### config.mk
export PLATFORM = sky130hd
export DESIGN_NAME = tmva_div_cell
export DESIGN_NICKNAME = d
export VERILOG_FILES = /design/src/design/tmva_pkg.sv /design/src/design/tmva_div_cell.sv
export SDC_FILE = /design/constraint.sdc
export NUM_CORES = 1
export LEC_CHECK = 0
export BUFFER_PORTS_ARGS = -buffer_cell sky130_fd_sc_hd__buf_2
export CAP_MARGIN = 10
export CORE_AREA = 2 2 366 368
export CTS_CLUSTER_DIAMETER = 120
export DETAILED_ROUTE_END_ITERATION = 12
export DIE_AREA = 0 0 368 370
export PLACE_DENSITY_LB_ADDON = 0.12
export SLEW_MARGIN = 20
export SYNTH_ARGS = -nofsm -noshare
export SYNTH_HDL_FRONTEND = slang
export SYNTH_SLANG_ARGS = --single-unit
### constraint.sdc
create_clock -name clock -period 5 [get_ports clock]
set_input_delay 0.75 -clock clock [delete_from_list [all_inputs] [get_ports clock]]
set_output_delay 0.75 -clock clock [all_outputs]
set_load 0.005 [all_outputs]
### src/design/tmva_pkg.sv
// ----------------------------------------------------------------------------
// tmva_pkg: shared widths, types and helpers
// Widths of the mixed Voronoi area datapath, most derived from COORD_BITS.
// ----------------------------------------------------------------------------
package tmva_pkg;

   localparam int COORD_BITS = 16;
   localparam int IW  = 16;              // port width of a coordinate
   localparam int AW  = 36;              // area result width
   localparam int EB  = COORD_BITS + 1;  // edge vector component
   localparam int PW  = 2 * EB;          // product of two components
   localparam int CW  = PW + 1;          // cross product component
   localparam int SW  = 2 * CW + 2;      // squared cross norm
   localparam int TW  = SW / 2;          // twice the area
   localparam int RW  = TW + 2;          // root remainder
   localparam int DW  = PW + 2;          // corner dot product, signed
   localparam int LW  = PW + 2;          // squared edge length
   localparam int NW  = LW + DW;         // cotangent numerator
   localparam int DRW = TW + 1;          // division remainder
   localparam int HW  = (DW - 1) / 2;    // low half of a split operand

   typedef struct packed {
      logic [SW-1:0]         rad;
      logic [RW-1:0]         rem;
      logic [TW-1:0]         root;
      logic [2:0][NW-1:0]    num;
      logic [2:0]            obt;
   } sq_type;

   typedef struct packed {
      logic [TW-1:0]         t;
      logic [2:0][NW-1:0]    num;
      logic [2:0][DRW-1:0]   rem;
      logic [2:0][AW-1:0]    q;
      logic [2:0]            obt;
   } dv_type;

   function automatic logic signed [EB-1:0] coord_ext(input logic [IW-1:0] raw);
      logic [IW+COORD_BITS-1:0] tmp;
      logic [COORD_BITS-1:0]    v;
      tmp = {{COORD_BITS{1'b0}}, raw};
      v   = tmp[COORD_BITS-1:0];
      return {v[COORD_BITS-1], v};
   endfunction

   function automatic logic [AW-1:0] fit_area(input logic [TW:0] v);
      logic [AW+TW:0] tmp;
      tmp = {{AW{1'b0}}, v};
      return tmp[AW-1:0];
   endfunction

endpackage

### src/design/tmva_div_cell.sv
// ----------------------------------------------------------------------------
// tmva_div_cell: one restoring division step for all three corners
// Shifts one numerator bit into each remainder and records a quotient bit.
// ----------------------------------------------------------------------------
module tmva_div_cell (
   input  logic             clock,
   input  logic             reset,
   input  logic             en,
   input  logic             in_valid,
   input  tmva_pkg::dv_type in_data,
   output logic             out_valid,
   output tmva_pkg::dv_type out_data
);

   localparam int NW  = tmva_pkg::NW;
   localparam int DRW = tmva_pkg::DRW;
   localparam int AW  = tmva_pkg::AW;

   logic             valid_ff;
   tmva_pkg::dv_type data_ff;
   tmva_pkg::dv_type data_in;
   logic [DRW-1:0]   rx [3];
   logic [DRW-1:0]   dvs;
   logic [2:0]       ge;

   always_comb begin
      dvs     = {1'b0, in_data.t};
      data_in = in_data;
      for (int i = 0; i < 3; i++) begin
         rx[i]          = {in_data.rem[i][DRW-2:0], in_data.num[i][NW-1]};
         ge[i]          = rx[i] >= dvs;
         data_in.rem[i] = ge[i] ? rx[i] - dvs : rx[i];
         data_in.q[i]   = {in_data.q[i][AW-2:0], ge[i]};
         data_in.num[i] = {in_data.num[i][NW-2:0], 1'b0};
      end
   end

   always_ff @(posedge clock) begin
      if (reset) begin
         valid_ff <= 1'b0;
      end else if (en) begin
         valid_ff <= in_valid;
      end
   end

   always_ff @(posedge clock) begin
      if (en) begin
         data_ff <= data_in;
      end
   end

   assign out_valid = valid_ff;
   assign out_data  = data_ff;

endmodule
==> results.py <==
metrics = {
    "synth": {
        "syn_area_per_cell_um2": 13.7,
        "yosys_warnings": 0,
        "ys_seq_elements": 472,
        "synth.distinct_cells": 73,
        "netlist_instances": 1580,
        "synthFlopType": "edfxtp_1",
        "ys_async_sr_fraction_pct": 0,
        "netlist_area_um2": 21700,
        "ys_seq_area_share_pct": 65.3,
        "synth-edff-count": 471,
    },
    "worst_setup_path": {
        "start_kind": "input pin",
        "endpoint": "out_data[178]$_DFFE_PP_",
        "required_ps": 5390,
        "crit_start": "in_data[443]",
        "cp.arrival_ps": 4090,
        "end_kind": "register",
        "reg2regPathDepth": 2,
        "path_common_cell": "a21oi_1",
        "reg2reg_slack_ps": 4410,
        "worstSetupPathType": "input pin to register",
        "crit_path_cell_trace": "buf_2 > inv_1 > ha_1 > nand4_1 > nor3_1 > o21ai_0 > a21oi_1 > a21oi_1 > a21o_1 > o31a_4 > inv_4 > buf_12 > mux2_4",
        "crit-reg2reg-launch": "out_valid$_SDFFE_PP0P_",
        "r2r_end": "out_valid$_SDFFE_PP0P_",
        "slowest_delay_ps": 440,
        "cp_slowest_cell": "ha_1",
        "crit_fanout": 30,
    },
    "place": {
        "io_buffers": 943,
        "place_congestion": 0.923,
        "dp_hpwl_um": 106000,
        "pre_cts_slack_ps": 625,
    },
    "clock_network": {
        "path_clk_slew_ps": 60,
        "cts_tree": "done",
        "cts_buffer_depth": 3,
        "htree_levels": 3,
        "clkLatencyLatePin_ps": 640,
        "cts_setup_buffers": 0,
        "cts_made_buffers": 66,
        "ctsHoldBuffers": 0,
        "cts-root-buf": "clkbuf_16",
        "clock_sinks": 472,
        "post_cts_resized": 0,
    },
    "die": {
        "rows": 134,
        "core_um2": 132000,
        "initial_core_util_pct": 16.4,
        "die_x_um": 368,
        "die_h_um": 370,
        "io_pins": 953,
        "dieArea_um2": 136000,
    },
    "detailed_routing": {
        "dr.pass1.iters": 5,
        "drc": 0,
        "wire_per_inst_um": 28.3,
        "via_per_inst": 4.04,
        "drtIter0Drc": 1149,
        "num_vias": 17800,
        "ant_nets": 0,
        "routed_wl_um": 125000,
    },
    "timing": {
        "worst_pin_slew_ps": 773,
        "fin_ws_ps": 1300,
        "fin_setup_tns_ps": 0,
        "hold_violations": 0,
        "hold_ws_ps": 260,
        "finalMaxSlewViolations": 0,
        "slew-limit-headroom_pct": 47.9,
        "fin_crit_ps": 3700,
        "skew_ps": 0,
        "rsz0062_at_grt": "false",
        "max_freq_mhz": 270,
        "fin_crit_sh_pct": 74.1,
        "setup_violations": 0,
    },
    "grt": {
        "overflow": 0,
        "grt_pass1_wl_um": 161000,
        "antenna_found_initial": 91,
        "grt_max_degree": 91,
        "grt_pass1_vias": 17900,
        "gr-usage-all-layers_pct": 17.6,
    },
    "power_and_ir_drop": {
        "power_density_nw_per_um2": 387,
        "leakagePower_nw": 13.2,
        "vdd_ir_drop_max_v": 0.000198,
    },
    "min_path": {
        "min_from": "in_data[1]",
        "min_path_type": "input pin to register",
    },
    "finish": {
        "final_util_pct": 23.3,
        "fill_cells": 14300,
        "syn_to_final_growth_pct": 42.4,
        "nets": 3167,
        "drive_gt1_share_pct": 43.4,
    },
    "outcome": {
        "status": "finished, final reports clean",
    },
    "job": {
        "max_cap_viol_count": 0,
    },
}
## cells by family (layout without fill, tap and decap cells)
| kind of cell | after synthesis | after routing | share of synthesized area [%] |
|---|---|---|---|
| AO/OA/AOI/OAI | 388 | 388 | 11.6 |
| other | 1 | 11 | 0.0173 |
| buffers and inverters | 111 | 1153 | 2.29 |
| adder cells (fa/ha/maj) | 111 | 111 | 6.50 |
| XOR/XNOR | 91 | 91 | 3.67 |
| AND/OR/NAND/NOR | 350 | 350 | 7.40 |
| flip-flops | 472 | 472 | 65.3 |
| multiplexers | 56 | 56 | 3.26 |
## synthesized netlist by cell type (6+ instances only)
library cell / instances / area (µm²)
nor4_1: 6 / 37.5
buf_2: 6 / 30.0
mux2_4: 22 / 330
xnor2_1: 54 / 473
o211ai_1: 7 / 52.6
and2_1: 6 / 37.5
ha_1: 108 / 1350
a21boi_0: 8 / 60.1
xor2_1: 37 / 324
clkbuf_1: 25 / 93.8
mux2_2: 28 / 315
buf_6: 8 / 90.1
nor2b_1: 14 / 87.6
a21o_1: 55 / 413
nor3_1: 16 / 80.1
a31oi_1: 13 / 81.3
nand2_1: 89 / 334
nand4_1: 18 / 113
nand3_1: 28 / 140
a21oi_1: 154 / 771
edfxtp_1: 471 / 14100
nand2b_1: 10 / 62.6
and3_1: 16 / 100
nor2_1: 129 / 484
or2_2: 6 / 37.5
o21bai_1: 11 / 82.6
inv_1: 68 / 255
o31a_1: 7 / 61.3
o21ai_0: 52 / 260
o21a_1: 17 / 128
a211oi_1: 10 / 75.1
## where the power goes
part	switching (mW)	internal, mW
clock	2.00	2.81
sequential	0.121	4.83
combinational	1.31	0.886
total	3.44	8.52
## worst min path at each step
stage                                         to  depth (start not counted)
after global placement    out_valid$_SDFFE_PP0P_                          2
final                      out_data[1]$_DFFE_PP_                          1
after detailed placement  out_valid$_SDFFE_PP0P_                          2
after CTS                 out_valid$_SDFFE_PP0P_                          2
after floorplan           out_valid$_SDFFE_PP0P_                          2
after global routing       out_data[1]$_DFFE_PP_                          1
## cells in the final DEF (no fill, tap or decap), types with 28 or more instances in the layout
cell and n:
edfxtp_1 471, o21ai_0 52, a21oi_1 154, xnor2_1 54
ha_1 108, inv_1 68, buf_2 942, nand3_1 28
nand2_1 89, xor2_1 37, clkbuf_16 67, nor2_1 129
a21o_1 55, mux2_2 28
## through the flow
step                      cells  area, µm²  power, mW
after floorplan            1582      21700       5.96
after global placement     4278      28700       7.30
after detailed placement   4278      28700       7.28
after CTS                  4392      30900       12.2
after global routing       4393      30900       12.5
final                      4400      30900       12.0
## metal layers
metal | track usage, % | wire length, µm | part of all wire (%)
met1 | 19.0 | 46100 | 37
met4 | 4.99 | 3340 | 2.7
met3 | 9.64 | 15400 | 12
met5 | 0 | 448 | 0.36
met2 | 29.4 | 59300 | 48
## critical path: cells and delay by family
kind	cells	cell delay, ps
compound gates	5	1360
fa+ha+maj	1	440
buf+inv	4	720
mux	1	310
simple gates	2	480
## sequential cells by signal (all words and copies together) (netlist names)
signal	flops
out_data	471
out_valid	1
## area by class of cell
class	count	area, µm²	area share [%]
clock inverters	36	430	1.39
clock buffers	78	1730	5.59
flip-flops and latches	472	14200	45.8
well taps	1768	2210	7.16
inverters	69	262	0.846
repair buffers	970	5030	16.3
diodes	8	20.0	0.0648
multi-input cells	999	7050	22.8
Power figures use the tool's default switching activity.
