--- src/design/tmva_pkg.sv ---
// ----------------------------------------------------------------------------
// tmva_pkg: shared widths, types and helpers
// Widths of the mixed Voronoi area datapath, most derived from COORD_BITS.
// ----------------------------------------------------------------------------
package tmva_pkg;

   localparam int COORD_BITS = 16;
   localparam int IW  = 16;              // port width of a coordinate
   localparam int AW  = 36;              // area result width
   localparam int EB  = COORD_BITS + 1;  // edge vector component
   localparam int PW  = 2 * EB;          // product of two components
   localparam int CW  = PW + 1;          // cross product component
   localparam int SW  = 2 * CW + 2;      // squared cross norm
   localparam int TW  = SW / 2;          // twice the area
   localparam int RW  = TW + 2;          // root remainder
   localparam int DW  = PW + 2;          // corner dot product, signed
   localparam int LW  = PW + 2;          // squared edge length
   localparam int NW  = LW + DW;         // cotangent numerator
   localparam int DRW = TW + 1;          // division remainder
   localparam int HW  = (DW - 1) / 2;    // low half of a split operand

   typedef struct packed {
      logic [SW-1:0]         rad;
      logic [RW-1:0]         rem;
      logic [TW-1:0]         root;
      logic [2:0][NW-1:0]    num;
      logic [2:0]            obt;
   } sq_type;

   typedef struct packed {
      logic [TW-1:0]         t;
      logic [2:0][NW-1:0]    num;
      logic [2:0][DRW-1:0]   rem;
      logic [2:0][AW-1:0]    q;
      logic [2:0]            obt;
   } dv_type;

   function automatic logic signed [EB-1:0] coord_ext(input logic [IW-1:0] raw);
      logic [IW+COORD_BITS-1:0] tmp;
      logic [COORD_BITS-1:0]    v;
      tmp = {{COORD_BITS{1'b0}}, raw};
      v   = tmp[COORD_BITS-1:0];
      return {v[COORD_BITS-1], v};
   endfunction

   function automatic logic [AW-1:0] fit_area(input logic [TW:0] v);
      logic [AW+TW:0] tmp;
      tmp = {{AW{1'b0}}, v};
      return tmp[AW-1:0];
   endfunction

endpackage

--- src/design/tmva_sqrt_cell.sv ---
// ----------------------------------------------------------------------------
// tmva_sqrt_cell: one digit of the integer square root
// Takes two radicand bits, decides one root bit, hands the rest on.
// ----------------------------------------------------------------------------
module tmva_sqrt_cell (
   input  logic             clock,
   input  logic             reset,
   input  logic             en,
   input  logic             in_valid,
   input  tmva_pkg::sq_type in_data,
   output logic             out_valid,
   output tmva_pkg::sq_type out_data
);

   localparam int SW = tmva_pkg::SW;
   localparam int RW = tmva_pkg::RW;
   localparam int TW = tmva_pkg::TW;

   logic             valid_ff;
   tmva_pkg::sq_type data_ff;
   tmva_pkg::sq_type data_in;
   logic [RW-1:0]    rx;
   logic [RW-1:0]    trial;
   logic             ge;

   always_comb begin
      rx            = {in_data.rem[RW-3:0], in_data.rad[SW-1:SW-2]};
      trial         = {in_data.root, 2'b01};
      ge            = rx >= trial;
      data_in       = in_data;
      data_in.rad   = {in_data.rad[SW-3:0], 2'b00};
      data_in.rem   = ge ? rx - trial : rx;
      data_in.root  = {in_data.root[TW-2:0], ge};
   end

   always_ff @(posedge clock) begin
      if (reset) begin
         valid_ff <= 1'b0;
      end else if (en) begin
         valid_ff <= in_valid;
      end
   end

   always_ff @(posedge clock) begin
      if (en) begin
         data_ff <= data_in;
      end
   end

   assign out_valid = valid_ff;
   assign out_data  = data_ff;

endmodule

--- config.mk ---
export PLATFORM = sky130hd
export DESIGN_NAME = tmva_sqrt_cell
export DESIGN_NICKNAME = d
export VERILOG_FILES = /design/src/design/tmva_pkg.sv /design/src/design/tmva_sqrt_cell.sv
export SDC_FILE = /design/constraint.sdc
export NUM_CORES = 1
export LEC_CHECK = 0
export BUFFER_PORTS_ARGS = -buffer_cell sky130_fd_sc_hd__buf_2
export CORE_AREA = 8 8 282 284
export CTS_BUF_LIST = sky130_fd_sc_hd__clkbuf_8
export DETAILED_ROUTE_END_ITERATION = 7
export DIE_AREA = 0 0 290 292
export PLACE_DENSITY = 0.38
export RECOVER_POWER = 50
export SLEW_MARGIN = 25
export SYNTH_ARGS = -nofsm -noshare
export SYNTH_HDL_FRONTEND = slang
export SYNTH_SLANG_ARGS = --single-unit
--- constraint.sdc ---
create_clock -name clock -period 7.3 [get_ports clock]
set_input_delay 1.46 -clock clock [delete_from_list [all_inputs] [get_ports clock]]
set_output_delay 1.46 -clock clock [all_outputs]
set_load 0.02 [all_outputs]
==> qor.yml <==
maxUsedRoutingLayer: "met5"
netlist-cell-type-count: 56
port_bufs: 730
antenna_left: 0
fin_nets: 1988
reg2reg_depth: 2
fp.dieH_um: 292
detail_route.wl_per_cell_um: 24.29
final_critical_path_time_including_i_o_delays_and_setup_ns: 5.275
worstHoldPathType: "reg2reg"
max_root_sink_buffers: 3
grt_pass1_wl_mm: 86.46
die_area_um2: 84680
synth_enable_flop_cells: 363
power.ir.vdd_worst_uv: 119.6
critical_path.max_fanout: 94
floorplan.rows: 101
clockRootBuffer: "clkbuf_8"
share_clk_of_total_power_pct: 36.2
fmax_mhz: 189.6
p_switching_w: 0.001562
hold_viol: 0
clk_transition_reported_paths_ns: 0.05
first_global_vias: 10756
critical-path-top-delay-family: "buffers and inverters"
setup_tns_after_final_layout_ns: 0
grt.overflow.total: 0
reg2reg_to: "out_valid$_SDFFE_PP0P_"
synth.yosys.warnings: 0
syn_area_per_cell_um2: 17.41
totalPowerFinal_w: 0.005407
maxCapViolations: 2
die_w_um: 290
place_hpwl_mm: 51.57
synth.ff_latch_count: 364
vias: 10261
timing.final.crit_share_pct: 72.26
netlist_instances: 791
synth-main-ff-cell: "edfxtp_1"
floorplan.initialDensity_pct: 18.31
vias_per_cell: 3.922
worst-path-buf-inv: 2
drive_above_1_share_pct: 50.31
detail_route.first_pass.iterations: 4
critical-path-slowest-cell: "clkbuf_1"
finalHoldWorstSlack_ns: 0.5229
quantity_of_hold_fixing_buffers_added_after_cts: 0
clock_latency_ns: 0.63
synth-seq-area-share_pct: 79.31
drc_violation_count_after_routing: 0
count_of_instances_resized_after_the_clock_tree_is_built: 0
timing_worst_slew_pin_value_ns: 4.556
category_of_the_worst_setup_path_capture_point: "flip-flop"
comb_power_share_pct: 16.5
core_area_um2: 75190
cts_post_setup_buffers_inserted: 0
p_int_w: 0.003845
worstHoldEndpoint: "out_valid$_SDFFE_PP0P_"
seqPwrFrac_pct: 47.3
sink_count: 364
power_density_normalized_to_cell_area_nw_per_um2: 271.6
rsz0062_at_grt: "false"
whs_path_depth: 2
reg2reg_from: "out_valid$_SDFFE_PP0P_"
antenna_found_initial: 34
worstSetupStartpointType: "input pin"
netlist_area_um2: 13770
run_status: "finished, violations left"
final_count_of_negative_setup_slack_endpoints: 0
m1WireLength_mm: 21.49
postRouteWirelength_mm: 63.54
cp_data_required_time_ns: 7.40
worst-r2r-setup-slack_ns: 6.71
slew_headroom_pct: -203.7
routed-wl-met3_mm: 6.265
crit_type: "in2reg"
areaGrowthSynthToFinish_pct: 44.58
initialDrtViolationCount: 617
skew_ns: 0
hp-start: "out_valid$_SDFFE_PP0P_"
cts_max_level: 3
boundaryPins: 735
filler_cell_count: 7942
track_usage_pct: 14.30
layout.core_utilization_pct: 26.48
crit_path_arrival_time_ns: 5.38
power_leakage_nw: 8.516
synth-async-reset-ratio_pct: 0
routed-wl-met2_mm: 34.19
max_slew_violation_count: 213
timing.critical_path.slowest_cell_delay_ns: 3.20
power.switching_fraction_pct: 28.89
tritoncts: "done"
gp_congestion: 0.7879
timing.critical_path.cells: "buf_8, clkbuf_1"
cts_made_buffers: 71
grt_start_max_net_pins: 129
failed_checks: "max-capacitance violations, max-slew violations"
-- metrics by stage --
stage | setup WS [ns] | cells | area, µm²
finish | 2.025 | 2616 | 19910
global route | 1.692 | 2612 | 19900
CTS | 2.641 | 2610 | 19950
detailed placement | 1.926 | 2486 | 18620
global placement | 1.942 | 2486 | 18620
floorplan | 3.081 | 792 | 13770
-- per-layer routing --
| layer | up-vias | global-route usage, % |
|---|---|---|
| li1 | 4661 | - |
| met1 | 4988 | 13.66 |
| met2 | 459 | 26.94 |
| met3 | 119 | 7.146 |
| met4 | 34 | 3.809 |
| met5 | - | 0 |
-- worst reg2reg max path: cells and delay by family, from the launching register on --
kind / cells / cell delay (ns)
multiplexers: 1 / 0.12
AND/OR/NAND/NOR: 1 / 0.06
flip-flops: 1 / 0.31
-- final cells by class --
| cell class | count | area, µm² | share of cell area (%) |
|---|---|---|---|
| flip-flops and latches | 364 | 10920 | 54.86 |
| multi-input cells | 356 | 2555 | 12.83 |
| diodes | 6 | 15.01 | 0.07542 |
| inverters | 51 | 191.4 | 0.9616 |
| clock buffers | 72 | 991.0 | 4.978 |
| repair buffers | 737 | 3674 | 18.45 |
| clock inverters | 52 | 337.8 | 1.697 |
| well taps | 978 | 1224 | 6.147 |
-- power by group through the flow --
stage / logic (W) / registers, W / clock network [W]
after floorplan: 0.000215 / 0.00283 / 0
after global placement: 0.000918 / 0.00259 / 0
after detailed placement: 0.000918 / 0.00259 / 0
after CTS: 0.000922 / 0.00255 / 0.00208
after global routing: 0.000958 / 0.00257 / 0.00215
final: 0.000893 / 0.00256 / 0.00196
-- layout by cell type, fill, tap and decap left out, drive strengths merged, types with 3 or more instances in the layout --
cell and instances:
a31o 3, or3 4, inv 85, nor2b 3
a21o 18, buf 706, bufinv 3, o211ai 3
o21ai 27, and2 4, nor3 10, xor2 7
nor2 21, nand3 25, nand4 9, clkinv 14
and3 4, nand2 33, clkbuf 103, diode 6
a31oi 5, o21bai 9, mux2i 3, o21a 7
edfxtp 363, o22ai 3, a21oi 31, xnor2 21
a211oi 4, nor4 5, a211o 3, o31ai 8
ha 38, mux2 21
-- logic make-up after synthesis --
logic type / after synthesis / synth area share [%]
muxes: 24 / 1.936
xor gates and xnor gates: 28 / 1.781
and+or+nand+nor: 125 / 4.489
DFF: 364 / 79.31
buffers and inverters: 72 / 2.163
adders and majority gates: 38 / 3.453
other: 1 / 0.02723
AOI/OAI and AO/OA: 139 / 6.843
-- sequential cells by signal, indices dropped and copies added (netlist names) --
name / cells
out_data: 363
out_valid: 1
-- worst max path at each step --
stage | from | end | slack [ns] | cells after the start
after floorplan | in_data[229] | out_data[290]$_DFFE_PP_ | 3.08 | 9
after global placement | in_data[241] | out_data[258]$_DFFE_PP_ | 1.94 | 12
after detailed placement | in_data[241] | out_data[263]$_DFFE_PP_ | 1.93 | 12
after CTS | in_data[241] | out_data[266]$_DFFE_PP_ | 2.64 | 12
after global routing | en | out_data[101]$_DFFE_PP_ | 1.69 | 2
final | en | out_data[101]$_DFFE_PP_ | 2.02 | 2
-- cell usage after synthesis, types with 10 or more instances --
cell / count / area share [%]
nand2_1: 33 / 0.90
mux2_2: 19 / 1.6
inv_1: 50 / 1.4
nor3_1: 10 / 0.36
ha_1: 38 / 3.5
o21ai_0: 27 / 0.98
a21o_1: 18 / 0.98
nand3_1: 25 / 0.91
a21oi_1: 31 / 1.1
xnor2_1: 21 / 1.3
edfxtp_1: 363 / 79
nor2_1: 21 / 0.57
Power figures use the tool's default switching activity.
